[config.mk]
export PLATFORM = sky130hd
export DESIGN_NAME = pid_motor_drive
export DESIGN_NICKNAME = d
export VERILOG_FILES = /design/src/rtl/core/pmd_pkg.sv /design/src/rtl/core/pmd_div.sv /design/src/rtl/core/pmd_mac.sv /design/src/rtl/core/pid_motor_drive.sv
export SDC_FILE = /design/constraint.sdc
export NUM_CORES = 2
export LEC_CHECK = 0
export ABC_CLOCK_PERIOD_IN_PS = 9750
export BUFFER_PORTS_ARGS = -buffer_cell sky130_fd_sc_hd__buf_2
export CORE_MARGIN = 4
export CORE_UTILIZATION = 35
export DETAILED_ROUTE_END_ITERATION = 10
export PLACE_DENSITY = 0.47
export RECOVER_POWER = 25
export SYNTH_ARGS = -nofsm -noshare
export SYNTH_HDL_FRONTEND = slang
export SYNTH_HIERARCHICAL = 1
export SYNTH_SLANG_ARGS = --single-unit
[constraint.sdc]
create_clock -name clk -period 9.75 [get_ports clk]
set_input_delay 0 -clock clk [delete_from_list [all_inputs] [get_ports clk]]
set_output_delay 0 -clock clk [all_outputs]
set_load 0.02 [all_outputs]
[src/rtl/core/pmd_pkg.sv]
// pmd_pkg: shared widths, constants, register indexes and beat types
// for the pid_motor_drive block and its sub-units
// no dependencies
package pmd_pkg;

    // fixed point position of the binary point (Q16.16 by default)
    localparam int FRAC_BITS_DEFAULT = 16;

    // field and datapath widths
    localparam int MAG_W       = 32;
    localparam int ERR_W       = 33;
    localparam int DIFF_W      = 34;
    localparam int PERIOD_W    = 31;
    localparam int FRICTION_W  = 26;
    localparam int DRIVE_W     = 27;
    localparam int PWM_W       = 10;
    localparam int DRIVE_INT_W = 10;
    localparam int CFG_INDEX_W = 3;
    localparam int CFG_DATA_W  = 32;

    // integer parts of the integral and drive limits
    localparam int INTEG_LIMIT_INT = 100;
    localparam int DRIVE_LIMIT_INT = 999;

    localparam logic [PERIOD_W-1:0] SAMPLE_PERIOD_RESET = 31'd655;

    // derivative magnitude saturates here (2^31)
    localparam logic [MAG_W-1:0] QUOT_SAT = 32'h8000_0000;

    // configuration register indexes
    typedef enum logic [CFG_INDEX_W-1:0] {
        REG_GAIN_P    = 3'd0,
        REG_GAIN_I    = 3'd1,
        REG_GAIN_D    = 3'd2,
        REG_FRICTION  = 3'd3,
        REG_PERIOD    = 3'd4
    } cfg_reg_t;

    // input beat
    typedef struct packed {
        logic signed [31:0] measured_position;
        logic signed [31:0] target_position;
    } in_item_t;

    // output beat
    typedef struct packed {
        logic signed [DRIVE_W-1:0] drive_value;
        logic [PWM_W-1:0]          pwm_duty;
        logic                      dir_forward;
        logic                      dir_reverse;
    } out_item_t;

    // one multiply-accumulate request to the shared unit
    typedef struct packed {
        logic             valid;
        logic             clear;
        logic             neg;
        logic [MAG_W-1:0] a;
        logic [MAG_W-1:0] b;
    } mac_op_t;

endpackage

[src/rtl/core/pmd_div.sv]
// pmd_div: restoring serial divider for the derivative term, one quotient bit a cycle
// depends on pmd_pkg
module pmd_div
    import pmd_pkg::*;
#(
    parameter int FRAC_BITS = FRAC_BITS_DEFAULT
)
(
    input  logic                clk,
    input  logic                rst_n,
    input  logic                start,
    input  logic [DIFF_W-1:0]   dividend_mag,
    input  logic [PERIOD_W-1:0] divisor,
    output logic                done,
    output logic [MAG_W-1:0]    quotient
);

    localparam int DvdW  = DIFF_W + FRAC_BITS;
    localparam int QBits = MAG_W + 1;
    localparam int CntW  = $clog2(QBits + 1);

    logic [PERIOD_W-1:0] rem_reg;
    logic [PERIOD_W-1:0] dvs_reg;
    logic [QBits-1:0]    low_reg;
    logic [QBits-1:0]    q_reg;
    logic                ovf_reg;
    logic [CntW-1:0]     count_reg;
    logic                done_reg;

    logic [DvdW-1:0]       dividend;
    logic [DvdW-QBits-1:0] high;
    logic [PERIOD_W-1:0]   dvs_start;
    logic [PERIOD_W:0]     trial;
    logic [PERIOD_W:0]     trial_sub;
    logic                  ge;
    logic [PERIOD_W-1:0]   rem_next;

    // scaled dividend, upper part checked for quotient overflow up front
    assign dividend  = {dividend_mag, {FRAC_BITS{1'b0}}};
    assign high      = dividend[DvdW-1:QBits];
    assign dvs_start = (divisor == '0) ? PERIOD_W'(1) : divisor;

    // one restoring step
    assign trial     = {rem_reg, low_reg[QBits-1]};
    assign trial_sub = trial - {1'b0, dvs_reg};
    assign ge        = (trial >= {1'b0, dvs_reg});
    assign rem_next  = ge ? trial_sub[PERIOD_W-1:0] : trial[PERIOD_W-1:0];

    // iteration control
    always_ff @(posedge clk or negedge rst_n)
    begin
        if (!rst_n)
        begin
            count_reg <= '0;
            done_reg  <= 1'b0;
        end
        else if (start)
        begin
            count_reg <= CntW'(QBits);
            done_reg  <= 1'b0;
        end
        else if (count_reg != '0)
        begin
            count_reg <= count_reg - 1'b1;
            if (count_reg == CntW'(1))
            begin
                done_reg <= 1'b1;
            end
        end
    end

    // datapath
    always_ff @(posedge clk)
    begin
        if (start)
        begin
            rem_reg <= PERIOD_W'(high);
            dvs_reg <= dvs_start;
            low_reg <= dividend[QBits-1:0];
            q_reg   <= '0;
            ovf_reg <= (PERIOD_W'(high) >= dvs_start);
        end
        else if (count_reg != '0)
        begin
            rem_reg <= rem_next;
            low_reg <= {low_reg[QBits-2:0], 1'b0};
            q_reg   <= {q_reg[QBits-2:0], ge};
        end
    end

    // saturate the magnitude at 2^31
    assign done     = done_reg;
    assign quotient = (ovf_reg || (q_reg > {1'b0, QUOT_SAT})) ? QUOT_SAT : q_reg[MAG_W-1:0];

endmodule

[src/rtl/core/pmd_mac.sv]
// pmd_mac: shared 32x32 multiplier with fixed point scaling and a wide accumulator
// depends on pmd_pkg
module pmd_mac
    import pmd_pkg::*;
#(
    parameter int FRAC_BITS = FRAC_BITS_DEFAULT,
    parameter int ACC_W     = 2 * MAG_W - FRAC_BITS + 3
)
(
    input  logic                    clk,
    input  logic                    rst_n,
    input  mac_op_t                 op,
    input  logic signed [ACC_W-1:0] init,
    output logic signed [ACC_W-1:0] acc
);

    logic [2*MAG_W-1:0]      prod_reg;
    logic                    valid1_reg;
    logic                    clear1_reg;
    logic                    neg1_reg;
    logic signed [ACC_W-1:0] init1_reg;
    logic signed [ACC_W-1:0] acc_reg;

    logic [ACC_W-1:0]        term;
    logic signed [ACC_W-1:0] term_signed;
    logic signed [ACC_W-1:0] acc_base;
    logic signed [ACC_W-1:0] acc_next;

    // stage 1: magnitude product
    always_ff @(posedge clk or negedge rst_n)
    begin
        if (!rst_n)
        begin
            valid1_reg <= 1'b0;
        end
        else
        begin
            valid1_reg <= op.valid;
        end
    end

    always_ff @(posedge clk)
    begin
        prod_reg   <= (2 * MAG_W)'(op.a) * (2 * MAG_W)'(op.b);
        clear1_reg <= op.clear;
        neg1_reg   <= op.neg;
        init1_reg  <= init;
    end

    // stage 2: drop fraction bits (toward zero), apply sign, accumulate
    assign term        = ACC_W'(prod_reg >> FRAC_BITS);
    assign term_signed = neg1_reg ? -signed'(term) : signed'(term);
    assign acc_base    = clear1_reg ? init1_reg : acc_reg;
    assign acc_next    = acc_base + term_signed;

    always_ff @(posedge clk)
    begin
        if (valid1_reg)
        begin
            acc_reg <= acc_next;
        end
    end

    assign acc = acc_reg;

endmodule

[src/rtl/core/pid_motor_drive.sv]
// pid_motor_drive: position PID with anti-windup, drive clamp, friction compensation
// depends on pmd_pkg, pmd_mac, pmd_div
//
//  channel | direction | handshake           | payload
//  --------+-----------+---------------------+--------------------------------------
//  in      | sink      | in_valid/in_ready   | in_data   (measured, target position)
//  out     | source    | out_valid/out_ready | out_data  (drive, pwm duty, direction)
//  cfg     | sink      | cfg_write           | cfg_index, cfg_data (write only)
//
// a new beat is accepted the cycle after the result of the last one is registered,
// so the block takes no new beat while one is still running;
// the 33-step serial divider for the derivative sets the time per beat; the four
// products share one 32x32 multiplier in a two-stage multiply-accumulate unit
// reset clears the integral and the previous error and loads the register defaults
// a stalled output holds the finished beat; the next beat can run meanwhile and
// waits in its last step until the output register is free
module pid_motor_drive
    import pmd_pkg::*;
#(
    parameter int FRAC_BITS = FRAC_BITS_DEFAULT
)
(
    input  logic                   clk,
    input  logic                   rst_n,
    input  logic                   in_valid,
    output logic                   in_ready,
    input  in_item_t               in_data,
    output logic                   out_valid,
    input  logic                   out_ready,
    output out_item_t              out_data,
    input  logic                   cfg_write,
    input  logic [CFG_INDEX_W-1:0] cfg_index,
    input  logic [CFG_DATA_W-1:0]  cfg_data
);

    localparam int AccW  = 2 * MAG_W - FRAC_BITS + 3;
    localparam int MagdW = DRIVE_INT_W + FRAC_BITS;

    localparam logic signed [AccW-1:0] IntegLim =
        AccW'(longint'(INTEG_LIMIT_INT) << FRAC_BITS);
    localparam logic signed [AccW-1:0] DriveLim =
        AccW'(longint'(DRIVE_LIMIT_INT) << FRAC_BITS);
    localparam logic [MagdW-1:0] MagLim =
        MagdW'(longint'(DRIVE_LIMIT_INT) << FRAC_BITS);
    localparam logic signed [MAG_W-1:0] IntegLim32 = MAG_W'(IntegLim);

    typedef enum logic [3:0] {
        S_IDLE,
        S_PREP,
        S_INT,
        S_INT_W,
        S_INT_SAT,
        S_P,
        S_I,
        S_WDIV,
        S_D,
        S_D_W,
        S_CLAMP,
        S_FRIC,
        S_FIN
    } state_t;

    // configuration, gains kept as sign and magnitude
    logic [MAG_W-1:0]    kp_mag_reg;
    logic                kp_neg_reg;
    logic [MAG_W-1:0]    ki_mag_reg;
    logic                ki_neg_reg;
    logic [MAG_W-1:0]    kd_mag_reg;
    logic                kd_neg_reg;
    logic [MagdW-1:0]    thr_reg;
    logic [PERIOD_W-1:0] period_reg;

    logic [MAG_W-1:0]      cfg_mag;
    logic [FRICTION_W-1:0] cfg_friction;
    logic [MagdW-1:0]      thr_clamped;

    // sequencer and datapath registers
    state_t                  state_reg;
    logic signed [ERR_W-1:0] err_reg;
    logic signed [ERR_W-1:0] prev_err_reg;
    logic signed [DIFF_W-1:0] diff_reg;
    logic [MAG_W-1:0]        err_mag_reg;
    logic                    err_neg_reg;
    logic signed [MAG_W-1:0] integral_reg;
    logic [MAG_W-1:0]        int_mag_reg;
    logic                    int_neg_reg;
    logic [MAG_W-1:0]        deriv_mag_reg;
    logic signed [MagdW:0]   drv_reg;
    logic [MagdW-1:0]        magf_reg;
    logic                    drvneg_reg;
    logic                    out_valid_reg;
    out_item_t               out_data_reg;

    // combinational helpers
    mac_op_t                 mac_op;
    logic signed [AccW-1:0]  mac_init;
    logic signed [AccW-1:0]  acc;
    logic                    div_start;
    logic [DIFF_W-1:0]       diff_mag;
    logic                    div_done;
    logic [MAG_W-1:0]        div_quot;
    logic signed [MAG_W-1:0] integ_clamped;
    logic signed [MagdW:0]   drv_clamped;
    logic [MagdW-1:0]        drv_mag;
    logic [MagdW-1:0]        drv_magf;
    logic signed [MagdW:0]   drive_final;
    logic                    fin_fire;

    // configuration writes
    assign cfg_mag      = cfg_data[CFG_DATA_W-1] ? (~cfg_data + 1'b1) : cfg_data;
    assign cfg_friction = cfg_data[FRICTION_W-1:0];
    assign thr_clamped  = (64'(cfg_friction) > 64'(MagLim)) ? MagLim : MagdW'(cfg_friction);

    always_ff @(posedge clk or negedge rst_n)
    begin
        if (!rst_n)
        begin
            kp_mag_reg <= '0;
            kp_neg_reg <= 1'b0;
            ki_mag_reg <= '0;
            ki_neg_reg <= 1'b0;
            kd_mag_reg <= '0;
            kd_neg_reg <= 1'b0;
            thr_reg    <= '0;
            period_reg <= SAMPLE_PERIOD_RESET;
        end
        else if (cfg_write)
        begin
            unique case (cfg_index)
                REG_GAIN_P:
                begin
                    kp_mag_reg <= cfg_mag;
                    kp_neg_reg <= cfg_data[CFG_DATA_W-1];
                end
                REG_GAIN_I:
                begin
                    ki_mag_reg <= cfg_mag;
                    ki_neg_reg <= cfg_data[CFG_DATA_W-1];
                end
                REG_GAIN_D:
                begin
                    kd_mag_reg <= cfg_mag;
                    kd_neg_reg <= cfg_data[CFG_DATA_W-1];
                end
                REG_FRICTION:
                begin
                    thr_reg <= thr_clamped;
                end
                REG_PERIOD:
                begin
                    period_reg <= cfg_data[PERIOD_W-1:0];
                end
                default:
                begin
                end
            endcase
        end
    end

    // requests to the shared multiply-accumulate unit
    always_comb
    begin
        mac_op   = '0;
        mac_init = '0;
        unique case (state_reg)
            S_INT:
            begin
                mac_op   = '{valid: 1'b1, clear: 1'b1, neg: err_neg_reg,
                             a: err_mag_reg, b: MAG_W'(period_reg)};
                mac_init = AccW'(integral_reg);
            end
            S_P:
            begin
                mac_op = '{valid: 1'b1, clear: 1'b1, neg: kp_neg_reg ^ err_neg_reg,
                           a: kp_mag_reg, b: err_mag_reg};
            end
            S_I:
            begin
                mac_op = '{valid: 1'b1, clear: 1'b0, neg: ki_neg_reg ^ int_neg_reg,
                           a: ki_mag_reg, b: int_mag_reg};
            end
            S_D:
            begin
                mac_op = '{valid: 1'b1, clear: 1'b0, neg: kd_neg_reg ^ diff_reg[DIFF_W-1],
                           a: kd_mag_reg, b: deriv_mag_reg};
            end
            default:
            begin
            end
        endcase
    end

    pmd_mac #(
        .FRAC_BITS (FRAC_BITS),
        .ACC_W     (AccW)
    ) u_mac (
        .clk   (clk),
        .rst_n (rst_n),
        .op    (mac_op),
        .init  (mac_init),
        .acc   (acc)
    );

    // derivative divider, started once the error change is known
    assign div_start = (state_reg == S_INT);
    assign diff_mag  = diff_reg[DIFF_W-1] ? DIFF_W'(-diff_reg) : DIFF_W'(diff_reg);

    pmd_div #(
        .FRAC_BITS (FRAC_BITS)
    ) u_div (
        .clk          (clk),
        .rst_n        (rst_n),
        .start        (div_start),
        .dividend_mag (diff_mag),
        .divisor      (period_reg),
        .done         (div_done),
        .quotient     (div_quot)
    );

    // anti-windup and drive clamps, friction floor
    assign integ_clamped = (acc > IntegLim)  ? MAG_W'(IntegLim)  :
                           (acc < -IntegLim) ? MAG_W'(-IntegLim) : MAG_W'(acc);
    assign drv_clamped   = (acc > DriveLim)  ? (MagdW + 1)'(DriveLim)  :
                           (acc < -DriveLim) ? (MagdW + 1)'(-DriveLim) : (MagdW + 1)'(acc);
    assign drv_mag       = drv_reg[MagdW] ? MagdW'(-drv_reg) : MagdW'(drv_reg);
    assign drv_magf      = ((drv_mag != '0) && (drv_mag < thr_reg)) ? thr_reg : drv_mag;
    assign drive_final   = drvneg_reg ? -signed'({1'b0, magf_reg}) : signed'({1'b0, magf_reg});

    // last step may load the output register
    assign fin_fire = (state_reg == S_FIN) && (!out_valid_reg || out_ready);

    // sequencer with state, loop state and output register
    always_ff @(posedge clk or negedge rst_n)
    begin
        if (!rst_n)
        begin
            state_reg     <= S_IDLE;
            integral_reg  <= '0;
            prev_err_reg  <= '0;
            out_valid_reg <= 1'b0;
        end
        else
        begin
            if (out_valid_reg && out_ready && !fin_fire)
            begin
                out_valid_reg <= 1'b0;
            end
            unique case (state_reg)
                S_IDLE:
                begin
                    if (in_valid)
                    begin
                        err_reg   <= ERR_W'(in_data.target_position)
                                   - ERR_W'(in_data.measured_position);
                        state_reg <= S_PREP;
                    end
                end
                S_PREP:
                begin
                    err_neg_reg  <= err_reg[ERR_W-1];
                    err_mag_reg  <= err_reg[ERR_W-1] ? MAG_W'(-err_reg) : MAG_W'(err_reg);
                    diff_reg     <= DIFF_W'(err_reg) - DIFF_W'(prev_err_reg);
                    prev_err_reg <= err_reg;
                    state_reg    <= S_INT;
                end
                S_INT:
                begin
                    state_reg <= S_INT_W;
                end
                S_INT_W:
                begin
                    state_reg <= S_INT_SAT;
                end
                S_INT_SAT:
                begin
                    integral_reg <= integ_clamped;
                    state_reg    <= S_P;
                end
                S_P:
                begin
                    int_neg_reg <= integral_reg[MAG_W-1];
                    int_mag_reg <= integral_reg[MAG_W-1] ? (~integral_reg + 1'b1)
                                                         : integral_reg;
                    state_reg   <= S_I;
                end
                S_I:
                begin
                    state_reg <= S_WDIV;
                end
                S_WDIV:
                begin
                    if (div_done)
                    begin
                        // positive derivative saturates one below 2^31
                        deriv_mag_reg <= (!diff_reg[DIFF_W-1] && (div_quot == QUOT_SAT))
                                       ? (QUOT_SAT - 1'b1) : div_quot;
                        state_reg     <= S_D;
                    end
                end
                S_D:
                begin
                    state_reg <= S_D_W;
                end
                S_D_W:
                begin
                    state_reg <= S_CLAMP;
                end
                S_CLAMP:
                begin
                    drv_reg   <= drv_clamped;
                    state_reg <= S_FRIC;
                end
                S_FRIC:
                begin
                    magf_reg   <= drv_magf;
                    drvneg_reg <= drv_reg[MagdW];
                    state_reg  <= S_FIN;
                end
                S_FIN:
                begin
                    if (fin_fire)
                    begin
                        out_data_reg.drive_value <= DRIVE_W'(drive_final);
                        out_data_reg.pwm_duty    <= magf_reg[FRAC_BITS+PWM_W-1:FRAC_BITS];
                        out_data_reg.dir_forward <= !drvneg_reg && (magf_reg != '0);
                        out_data_reg.dir_reverse <= drvneg_reg || (magf_reg == '0);
                        out_valid_reg            <= 1'b1;
                        state_reg                <= S_IDLE;
                    end
                end
                default:
                begin
                    state_reg <= S_IDLE;
                end
            endcase
        end
    end

    assign in_ready  = (state_reg == S_IDLE);
    assign out_valid = out_valid_reg;
    assign out_data  = out_data_reg;

    // integral stays inside its anti-windup window
    assert property (@(posedge clk) disable iff (!rst_n)
        (integral_reg <= IntegLim32) && (integral_reg >= -IntegLim32))
        else $error("integral outside its limit");

    // direction bits are complementary on every result beat
    assert property (@(posedge clk) disable iff (!rst_n)
        out_valid |-> (out_data.dir_forward != out_data.dir_reverse))
        else $error("direction bits not complementary");

    // duty never exceeds the drive limit
    assert property (@(posedge clk) disable iff (!rst_n)
        out_valid |-> (out_data.pwm_duty <= PWM_W'(DRIVE_LIMIT_INT)))
        else $error("pwm duty above limit");

    // one beat at a time
    assert property (@(posedge clk) disable iff (!rst_n)
        (in_valid && in_ready) |=> !in_ready)
        else $error("accepted a beat while busy");

    // derivative product only issued after the divider finished
    assert property (@(posedge clk) disable iff (!rst_n)
        (state_reg == S_D) |-> $past(div_done))
        else $error("derivative used before divide finished");

endmodule

==> flow_metrics.tcl <==
set metrics [dict create \
    clkSlewWorstSetupHoldPaths_ns 0.07 \
    fp.coreArea_sq_um 212000 \
    max_clock_freq_ghz 0.107 \
    die_w_microns 470 \
    ys_seq_area_frac 0.269 \
    grt_pass1_wl_microns 368000 \
    synthDistinctLibCells 99 \
    layout-drive-gt1-share 0.0822 \
    p_leak_uw 0.0370 \
    cts_buffers 84 \
    holdWs_ns 0.0576 \
    track_usage 0.219 \
    antenna_found_initial 22 \
    critPathRequiredTime_ns 10.35 \
    finalHoldViolations 0 \
    startpoint_type "flop" \
    slew_viol_final 251 \
    netlist_area_sq_um 74600 \
    synth_edf_count 375 \
    endpoint_kind "flop" \
    pwr_density_cell_nw_per_um2 90.5 \
    dr_total_vias 55400 \
    cts.sink_count 757 \
    final_nets 9308 \
    cp_data_arrival_time_ns 9.95 \
    yosysTopAreaCellShare 0.241 \
    ir_drop_uv 130 \
    grt_setup_unrepaired "no" \
    busiest_layer "met2" \
    path_max_fanout 26 \
    yosys-top-cells-area "fa_1 24%, edfxtp_1 15%, dfrtp_1 7.6%" \
    initial_core_util 0.352 \
    setup_ws_ns 0.395 \
    area_delta_synth_final_pct 11.4 \
    place.gp.congestion 0.953 \
    status "finished with violations" \
    place_hpwl_microns 190000 \
    port_buffers 144 \
    syn_inst 7753 \
    wirelength_microns 243000 \
    crit_type "flop to flop" \
    violations "max-capacitance violations, max-slew violations" \
    drtAntennaViolNets 0 \
    slew_headroom -1.18 \
    grt_pass1_vias 57000 \
    finalCriticalPeriod_ns 9.36 \
    post_cts_buffers 0 \
    ys_ff_latch 757 \
    gr-total-overflow 0 \
    clock_path_buffers 3 \
    drt_first_pass_iters 8 \
    drc_errors 0 \
    met3_usage 0.0322 \
    vias_per_cell 5.15 \
    setup_viol 0 \
    drt_iter0_markers 4084 \
    n_fill_cell 21000 \
    dieHeight_microns 470 \
    drv_cap 6 \
    yosysMostFrequentCell "inv_1" \
    tightest_slew_ns 3.28 \
    die_area_sq_um 221000 \
    synth_area_leader_cell "fa_1" \
    fin_crit_sh 0.960 \
    synthTopCellsByCount "1,116 x inv_1, 901 x nand2_1, 899 x fa_1, 661 x and2_1, 456 x ha_1" \
    ctsHtreeMaxLevel 3 \
    ios 145 \
    syn_avg_cell_area_sq_um 9.63 \
    wl_per_cell_microns 22.6 \
    synth_flop_cell "edfxtp_1" \
    num_rows 169 \
    clock_skew_ns 0.0351 \
    use_met1 0.315 \
    synth-warning-count 6 \
    min_path_type "input pin to flop" \
    dpl_worst_slack_ns 0.220 \
    tns_ns 0 \
    grt_max_degree 153 \
    cts_root_buf "clkbuf_16" \
    mappedNetlistNets 9212 \
    insertion_delay_ns 0.70 \
    ys_async_sr_fraction 0.309 \
    grtUsageMet2 0.346 \
    tritoncts "done" \
]
-- final cells by class --
cell class	instances	area (sq um)	share of cell area
Inverter	1116	4190	0.0504
Clock buffer	110	2360	0.0283
Multi-Input combinational cell	5469	48800	0.588
Clock inverter	47	485	0.00584
Sequential cell	757	20100	0.242
Timing Repair Buffer	421	3610	0.0434
Antenna cell	5	12.5	0.000151
Tap cell	2821	3530	0.0425
-- placed cells by master (no fill, tap or decap), types with 54 or more instances in the layout --
cell type	n
dlygate4sd3_1	121
dfxtp_1	147
buf_2	101
and2_1	661
mux2_2	142
o31ai_1	75
a21oi_1	326
nand3_1	81
inv_1	1116
nor4_1	54
fa_1	899
nor2_1	219
a22oi_1	134
buf_4	103
dfrtp_1	227
xnor2_1	303
clkbuf_1	65
nand2_1	891
edfxtp_1	375
o21ai_0	277
ha_1	456
a21o_1	129
xor2_1	97
clkbuf_16	89
-- report_power, final --
| group | internal [uW] | switching (uW) |
|---|---|---|
| logic | 263 | 306 |
| registers | 3490 | 169 |
| clock network | 1880 | 1410 |
| total | 5640 | 1880 |
-- cell families after synthesis --
group / count (synthesis) / synth area share
AO/OA/AOI/OAI: 1244 / 0.108
XOR/XNOR: 400 / 0.0469
adder cells (fa/ha/maj): 1355 / 0.318
buffers and inverters: 1528 / 0.0779
flip-flops: 757 / 0.269
multiplexers: 157 / 0.0238
AND/OR/NAND/NOR: 2312 / 0.156
-- repair_timing --
action / CTS / global route
endpoints found under the setup margin: 0 / 14
hold endpoints to repair: 370 / 0
hold buffers: 122 / 0
gates resized for setup: 0 / 15
-- stage by stage --
| step | power, uW | area (sq um) | util | std cells |
|---|---|---|---|---|
| after floorplan | 3970 | 74600 | - | 7753 |
| after global placement | 4210 | 79100 | 0.373 | 10500 |
| after detailed placement | 4220 | 79100 | 0.373 | 10500 |
| after CTS | 7610 | 83200 | 0.392 | 10700 |
| after global routing | 7820 | 83100 | 0.392 | 10700 |
| final | 7520 | 83100 | 0.392 | 10700 |
-- critical path: stages (launching register included) --
cell,delay [ns]
dfrtp_1,0.42
nand2b_1,0.32
nor2_4,0.42
buf_4,0.32
a22oi_1,0.17
nand2_1,0.26
buf_4,0.34
and2_1,0.20
fa_1,0.44
fa_1,0.52
fa_1,0.54
fa_1,0.52
fa_1,0.53
fa_1,0.52
fa_1,0.68
inv_1,0.10
fa_1,0.53
inv_1,0.05
ha_1,0.31
buf_4,0.15
nand3_1,0.10
nor4_1,0.31
o2111ai_1,0.24
o211a_1,0.24
o211a_1,0.25
o31a_1,0.32
o21ai_0,0.20
xor2_1,0.23
-- final timing paths --
path / startpoint / endpoint / slack, ns / depth (start not counted)
min in group asynchronous: rst_n / kp_mag_reg[22]$_DFFE_PN0P_ / 1.18 / 4
max in group asynchronous: rst_n / u_div/count_reg[5]$_DFFE_PN0P_ / 7.07 / 4
min reg2reg: u_div/rem_reg[25]$_SDFFE_PP0P_ / u_div/rem_reg[25]$_SDFFE_PP0P_ / 0.48 / 2
max reg2reg: state_reg[1]$_DFFE_PN0P_ / u_mac/prod_reg[56]$_DFF_P_ / 0.39 / 27
min: in_data[45] / err_reg[14]$_DFFE_PP_ / 0.06 / 5
max: state_reg[1]$_DFFE_PN0P_ / u_mac/prod_reg[56]$_DFF_P_ / 0.39 / 27
-- routing by layer --
metal | vias up | routed length (microns)
met5 | - | 7
met4 | 2 | 6210
met3 | 260 | 13400
met2 | 1356 | 110000
met1 | 28200 | 114000
li1 | 25500 | -
Note: power is estimated with default switching activity, not from simulation.
